## src/sv/terminal_line_discipline_assert.svh

```systemverilog
// assertion macros for the terminal line discipline
// used by the top level only, no other dependencies
`ifndef TERMINAL_LINE_DISCIPLINE_ASSERT_SVH
`define TERMINAL_LINE_DISCIPLINE_ASSERT_SVH

// same-cycle implication under synchronous active-low reset
`define TLD_ASSERT_NOW(label, clk, rst_n, a, b) \
  label: assert property (@(posedge clk) disable iff (!rst_n) (a) |-> (b)) \
    else $error("tld assertion failed");

// next-cycle implication under synchronous active-low reset
`define TLD_ASSERT_NEXT(label, clk, rst_n, a, b) \
  label: assert property (@(posedge clk) disable iff (!rst_n) (a) |=> (b)) \
    else $error("tld assertion failed");

`endif

```

## src/sv/tld_pkg.sv

```systemverilog
// types and constants of the terminal line discipline
// shared by controller, datapath and top level; no dependencies
package tld_pkg;

  localparam logic [1:0] OP_RECV  = 2'd0;
  localparam logic [1:0] OP_READ  = 2'd1;
  localparam logic [1:0] OP_CLEAR = 2'd2;

  localparam logic [2:0] REG_IFLAGS = 3'd0;
  localparam logic [2:0] REG_LFLAGS = 3'd1;
  localparam logic [2:0] REG_INTR   = 3'd2;
  localparam logic [2:0] REG_SUSP   = 3'd3;
  localparam logic [2:0] REG_ERASE  = 3'd4;
  localparam logic [2:0] REG_KILL   = 3'd5;
  localparam logic [2:0] REG_EOF    = 3'd6;

  localparam logic [1:0] SIG_NONE = 2'd0;
  localparam logic [1:0] SIG_INTR = 2'd1;
  localparam logic [1:0] SIG_SUSP = 2'd2;

  localparam logic [1:0] DONE_NONE = 2'd0;
  localparam logic [1:0] DONE_NL   = 2'd1;
  localparam logic [1:0] DONE_EOF  = 2'd2;

  localparam logic [7:0] CH_BS = 8'd8;
  localparam logic [7:0] CH_NL = 8'd10;
  localparam logic [7:0] CH_CR = 8'd13;

  typedef enum logic [2:0] {
    ST_IDLE, ST_DECODE, ST_RD_WAIT, ST_EOF_WAIT, ST_FLUSH, ST_OUT
  } tld_state_t;

  typedef enum logic [3:0] {
    CL_NONE, CL_READ, CL_CLEAR, CL_INTR, CL_SUSP, CL_ERASE,
    CL_KILL, CL_NL, CL_EOF, CL_CHAR, CL_RAW
  } tld_class_t;

  typedef struct packed {
    tld_class_t cls;
    logic       ring_nonempty;
    logic       line_full;
    logic       flush_busy;
    logic       flush_pend;
  } tld_stat_t;

  typedef struct packed {
    logic       latch;
    logic       clear;
    logic [1:0] set_sig;
    logic       erase;
    logic       kill;
    logic       echo;
    logic       store;
    logic [1:0] set_done;
    logic       raw_push;
    logic       ring_rd;
    logic       ring_pop;
    logic       line_rd_last;
    logic       eof_check;
    logic       flush_step;
    logic       strobe;
  } tld_cmd_t;

endpackage

```

## src/sv/tld_ctrl.sv

```systemverilog
// sequencing state machine of the terminal line discipline
// depends on tld_pkg for state, class, status and command types
module tld_ctrl (
  input  logic              clk,
  input  logic              rst_n,
  input  logic              start,
  input  tld_pkg::tld_stat_t stat,
  output tld_pkg::tld_cmd_t  cmd,
  output logic              busy
);
  import tld_pkg::*;

  tld_state_t state_r, state_nxt;

  always_ff @(posedge clk) begin
    if (!rst_n) begin
      state_r <= ST_IDLE;
    end else begin
      state_r <= state_nxt;
    end
  end

  always_comb begin
    state_nxt = state_r;
    unique case (state_r)
      ST_IDLE: begin
        if (start) state_nxt = ST_DECODE;
      end
      ST_DECODE: begin
        unique case (stat.cls)
          CL_READ: state_nxt = stat.ring_nonempty ? ST_RD_WAIT : ST_OUT;
          CL_NL:   state_nxt = ST_FLUSH;
          CL_EOF:  state_nxt = stat.line_full ? ST_EOF_WAIT : ST_FLUSH;
          default: state_nxt = ST_OUT;
        endcase
      end
      ST_RD_WAIT:  state_nxt = ST_OUT;
      ST_EOF_WAIT: state_nxt = ST_FLUSH;
      ST_FLUSH: begin
        if (!stat.flush_busy && !stat.flush_pend) state_nxt = ST_OUT;
      end
      ST_OUT:  state_nxt = ST_IDLE;
      default: state_nxt = ST_IDLE;
    endcase
  end

  always_comb begin
    cmd = '0;
    busy = (state_r != ST_IDLE);
    unique case (state_r)
      ST_IDLE: cmd.latch = start;
      ST_DECODE: begin
        unique case (stat.cls)
          CL_READ:  cmd.ring_rd = stat.ring_nonempty;
          CL_CLEAR: cmd.clear = 1'b1;
          CL_INTR:  cmd.set_sig = SIG_INTR;
          CL_SUSP:  cmd.set_sig = SIG_SUSP;
          CL_ERASE: cmd.erase = 1'b1;
          CL_KILL:  cmd.kill = 1'b1;
          CL_NL: begin
            cmd.echo = 1'b1;
            cmd.store = 1'b1;
            cmd.set_done = DONE_NL;
          end
          CL_EOF: begin
            // eof byte is never written; full line drops an equal last byte
            cmd.echo = 1'b1;
            cmd.set_done = DONE_EOF;
            cmd.line_rd_last = stat.line_full;
          end
          CL_CHAR: begin
            cmd.echo = 1'b1;
            cmd.store = 1'b1;
          end
          CL_RAW: begin
            cmd.echo = 1'b1;
            cmd.raw_push = 1'b1;
          end
          default: cmd = '0;
        endcase
      end
      ST_RD_WAIT:  cmd.ring_pop = 1'b1;
      ST_EOF_WAIT: cmd.eof_check = 1'b1;
      ST_FLUSH:    cmd.flush_step = 1'b1;
      ST_OUT:      cmd.strobe = 1'b1;
      default:     cmd = '0;
    endcase
  end

endmodule

```

## config.mk

```make
export PLATFORM = sky130hd
export DESIGN_NAME = tld_ctrl
export DESIGN_NICKNAME = d
export VERILOG_FILES = /design/src/sv/terminal_line_discipline_assert.svh /design/src/sv/tld_pkg.sv /design/src/sv/tld_ctrl.sv
export SDC_FILE = /design/constraint.sdc
export NUM_CORES = 1
export LEC_CHECK = 0
export BUFFER_PORTS_ARGS = -buffer_cell sky130_fd_sc_hd__buf_2
export CORE_AREA = 10 10 47 49
export DETAILED_ROUTE_END_ITERATION = 7
export DIE_AREA = 0 0 57 59
export GPL_TIMING_DRIVEN = 1
export HOLD_SLACK_MARGIN = 0.03
export PLACE_DENSITY = 0.67
export SETUP_SLACK_MARGIN = 0.3
export SLEW_MARGIN = 25
export SYNTH_ARGS = -nofsm -noshare
export SYNTH_HDL_FRONTEND = slang
export SYNTH_SLANG_ARGS = --single-unit
```

## constraint.sdc

```tcl
create_clock -name clk -period 1.1 [get_ports clk]
set_input_delay 0 -clock clk [delete_from_list [all_inputs] [get_ports clk]]
set_output_delay 0 -clock clk [all_outputs]
set_load 0.005 [all_outputs]
```

==> Yosys cells after proc, flatten, opt, wreduce, memory -nomap -nowiden <==
Index checks and enable logic that the tools add are counted.
{ "totals": {"ff_bits": 3, "wordCells": 49, "in_bits": 11} }
{ "op_classes": {"muxes": 23, "n_eq_ne": 17, "n_reduce_logical": 8} }
{ "op_table": {"columns": ["op", "n"], "rows": [
  ["4-bit by 3-bit equality test with 1-bit output, second input constant", 4],
  ["3-bit case mux with 5 select lines", 1],
  ["1-bit 2-to-1 mux", 14],
  ["4-bit equality test, second input constant", 3],
  ["3-bit 2-to-1 mux", 4],
  ["11-bit 2-to-1 mux", 1],
  ["3-bit case mux with 3 select lines", 1],
  ["4-bit by 2-bit equality test with 1-bit output, second input constant", 2],
  ["2-bit case mux with 2 select lines", 2],
  ["3-bit by 2-bit equality test with 1-bit output, second input constant", 2],
  ["3-bit equality test, second input constant", 2],
  ["4-bit by 1-bit equality test with 1-bit output, second input constant", 1],
  ["2-bit inequality test, second input constant", 2],
  ["4-bit OR reduction", 1],
  ["3-bit by 1-bit equality test with 1-bit output, second input constant", 1],
  ["3-bit logical NOT", 1],
  ["3-bit nonzero test", 1],
  ["1-bit logical NOT", 2],
  ["2-bit AND reduction", 1],
  ["2-bit OR reduction", 1],
  ["1-bit logical AND", 1]
]} }

==> Depth between registers and ports, before layout <==
{ "depth": {"ltp_word": 4, "depth_mapped": 4} }

==> Least setup slack after synthesis <==
No wires, ideal clock.
{ "synth_path": {"path_kind": "reg-to-reg", "start": "reg state_r[2]", "end": "reg state_r[2]", "n_path_buf": 1, "path_slack_ps": -25, "t_required_ps": 966, "synth_period_minus_slack_ps": 1125, "t_arrival_ps": 990, "path_stages_with_launch": 5, "cell_sequence": "dfxtp_1 -> buf_2 -> or3_1 -> nand3_1 -> a41oi_1"} }
{ "synth_via": {"elab_chain_cells": 3, "elab_cells_between_ends": 9} }
{ "synth_rtl": {"columns": ["element", "line", "rtl"], "rows": [
  ["start: declaration", "tld_ctrl.sv:13", "tld_state_t state_r, state_nxt;"],
  ["start signal: assignment", "tld_ctrl.sv:19", "state_r <= state_nxt;"],
  ["3-bit equality test / 3-bit logical NOT (equally long branches)", "tld_ctrl.sv:25", "unique case (state_r)"],
  ["2-bit inequality test (no source line)", null, null],
  ["2-bit AND reduction (no source line)", null, null]
]} }
Several ways; a longest one is shown, not always the timed one.
A chain may end at the register's enable or synchronous reset.

==> results.sh <==
export IMPL_status="finished with violations"
export IMPL_violations="setup timing"
export IMPL_cts_buffers=3
export IMPL_synthCells=61
export IMPL_vias=588
export IMPL_htreeDepth=1
export IMPL_hpwl_um=1166
export IMPL_grt_ovfl_total=0
export IMPL_largest_reg_flops=3
export IMPL_drtPass1Iterations=4
export IMPL_first_global_vias=627
export IMPL_p_seq_share_pct=19.0
export IMPL_p_sw_share_pct=33.48
export IMPL_die_height_um=59
export IMPL_finalWirelength_um=1690
export IMPL_n_fill_cell=141
export IMPL_fin_crit_ps=1333
export IMPL_worstPathArrival_ps=1330
export IMPL_fin_tns_setup_ps=-3033
export IMPL_period_share_pct=121.2
export IMPL_cp_top_family="simple AND/OR/NAND/NOR gates"
export IMPL_drive_above_1_share_pct=66.99
export IMPL_start_util_pct=30.63
export IMPL_portBuffers=28
export IMPL_finalWorstSetupSlack_ps=-233.1
export IMPL_wire_per_inst_um=14.20
export IMPL_dieArea_mm2=0.003363
export IMPL_finalClockSkew_ps=4.916
export IMPL_cts_root_buf="clkbuf_4"
export IMPL_antenna_found_initial=0
export IMPL_fin_cells=119
export IMPL_clkLatencyLatePin_ps=230
export IMPL_p_comb_share_pct=52.3
export IMPL_syn_nets=72
export IMPL_first_iter_violations=10
export IMPL_vdd_ir_drop_max_mv=0.4218
export IMPL_hold_slack_ps=60.80
export IMPL_ys_ff_latch=3
export IMPL_fin_nets=115
export IMPL_cp_max_fo=3
export IMPL_report_final_slew_viol_count=0
export IMPL_pin_count=29
export IMPL_start_kind="flop"
export IMPL_regMostFlops="state_r"
export IMPL_p_int_mw=0.4491
export IMPL_rows=14
export IMPL_die_x_um=57
export IMPL_gr_usage_all_layers_pct=9.874
export IMPL_top_regs="state_r x3"
export IMPL_crit_type="reg2out"
export IMPL_post_dp_cell_area_um2=628.1
export IMPL_drv_cap=0
export IMPL_clkPwrFrac_pct=28.7
export IMPL_viasPerCell=4.941
export IMPL_cp_required_ps=1100
export IMPL_worstPathCellList="buf_4 > or3_4 > nor2_1 > buf_2"
export IMPL_cp_slowest_stage_delay_ps=390
export IMPL_setup_viol=20
export IMPL_hp_class="in2reg"
export IMPL_grt_max_degree=14
export IMPL_max_slew_margin_rel_pct=82.29
export IMPL_clockBufferDepth=2
export IMPL_clkTransAtPathRegs_ps=40
export IMPL_critical_path_buf_inv_count=2
export IMPL_final_hold_violation_count=0
export IMPL_synthesis_area_um2=429.2
export IMPL_fin_util_pct=59.82
export IMPL_tightest_slew_ps=264.7
export IMPL_synth_cell_types=29
export IMPL_p_leak_nw=0.3753
export IMPL_p_switching_mw=0.2260
export IMPL_area_growth_pct=95.34
export IMPL_pre_cts_ws_ps=-18.84
export IMPL_yosysSeqAreaShare_pct=13.99
export IMPL_drc_errors=0
export IMPL_cts_tree="built"
export IMPL_gp_congestion=0.7401
export IMPL_core_area_mm2=0.001401
export IMPL_rsz0062_at_grt="yes"
export IMPL_critical_path_slowest_cell="or3_4"
export IMPL_synth_avg_cell_area_um2=7.035
export IMPL_synth_warning_count=0
export IMPL_max_freq_mhz=750.1
export IMPL_drtAntennaViolNets=0
export IMPL_antenna_cells=0
export IMPL_grt_pass1_wl_um=2732
export IMPL_cts_sinks=3
export IMPL_power_mw=0.6752
export IMPL_dp_cells=107
export IMPL_p_per_area_mw_per_mm2=805.4
export IMPL_worstSetupEndpointType="output pin"
export IMPL_finalInstanceArea_um2=838.3
==> layout make-up <==
| type | instances | area [µm²] | share of cell area [%] |
|---|---|---|---|
| Tap cell | 16 | 20.02 | 2.388 |
| Inverter | 2 | 12.51 | 1.493 |
| Multi-Input combinational cell | 52 | 421.7 | 50.30 |
| Clock buffer | 4 | 26.28 | 3.134 |
| Sequential cell | 3 | 71.32 | 8.507 |
| Timing Repair Buffer | 42 | 286.5 | 34.18 |
==> worst paths after layout <==
kind                    from         end  slack [ps]  depth (start not counted)
setup / recovery  state_r[1]     cmd[16]        -230                          4
hold / removal       stat[2]  state_r[1]          60                          3
setup reg to reg  state_r[1]  state_r[2]        -140                          5
hold reg to reg   state_r[2]  state_r[1]         540                          3
==> power by group through the flow <==
| stage | Sequential (mW) | Combinational [mW] | Clock (mW) |
|---|---|---|---|
| 2_1_floorplan | 0.131 | 0.156 | 0 |
| 3_3_place_gp | 0.142 | 0.218 | 0 |
| 3_5_place_dp | 0.143 | 0.220 | 0 |
| 4_1_cts | 0.128 | 0.314 | 0.200 |
| 5_1_grt | 0.129 | 0.383 | 0.207 |
| 6_report | 0.128 | 0.353 | 0.194 |
==> layout by cell type (no fill, tap or decap), types with 2 or more instances in the layout <==
| cell | n |
|---|---|
| a21oi_1 | 2 |
| a21oi_2 | 2 |
| buf_2 | 26 |
| buf_4 | 6 |
| buf_6 | 9 |
| clkbuf_4 | 3 |
| dfxtp_4 | 3 |
| nand2_1 | 2 |
| nand2_2 | 3 |
| nand2b_1 | 3 |
| nand3b_1 | 4 |
| nor2_1 | 10 |
| nor3_1 | 3 |
| nor3b_2 | 3 |
| nor3b_4 | 2 |
| o21ai_0 | 2 |
==> cells in the mapped netlist (all sizes together) <==
library cell,count,area share (%)
nor2,10,8.7
nand2,5,5.0
nand3b,5,9.6
nor3,5,5.8
nor3b,5,13
a21oi,4,4.7
buf,4,7.3
dfxtp,3,14
nand2b,3,4.4
inv,2,1.7
nand3,2,2.3
nor2b,2,3.5
o21ai,2,2.3
a211oi,1,1.7
a21boi,1,1.7
a22oi,1,1.7
a41oi,1,2.0
and3,1,1.7
nand4b,1,2.0
nor4b,1,3.5
o41ai,1,2.0
or3,1,1.5
==> worst register-to-register path: cells and delay by family, from the launching register on <==
kind | cells | cell delay, ps
AND/OR/NAND/NOR | 2 | 440
flip-flops | 1 | 340
buffers and inverters | 2 | 280
AO/OA/AOI/OAI | 1 | 40
==> cell families (layout without fill, tap and decap cells) <==
| group | after synthesis | in the layout | share of synthesized area (%) |
|---|---|---|---|
| and+or+nand+nor | 41 | 41 | 60.64 |
| AOI/OAI and AO/OA | 11 | 11 | 16.33 |
| buffers and inverters | 6 | 48 | 9.036 |
| DFF | 3 | 3 | 13.99 |
==> metal layers <==
| layer | vias to the layer above | GRT usage, % | part of all wire, % |
|---|---|---|---|
| li1 | 301 | - | - |
| met1 | 254 | 10.27 | 43 |
| met2 | 31 | 15.66 | 47 |
| met3 | 2 | 5.150 | 9.8 |
| met4 | 0 | 5.705 | 0.83 |
| met5 | - | 0 | 0 |
==> repair_timing <==
item / 4_1_cts / 5_1_grt
resized for setup: 21 / 8
endpoints found under the hold margin: 2 / 0
setup buffers: 5 / 2
hold buffers: 1 / 0
setup endpoints to repair: 21 / 21
pin swaps: 3 / 2
(Power assumes the default switching activity.)
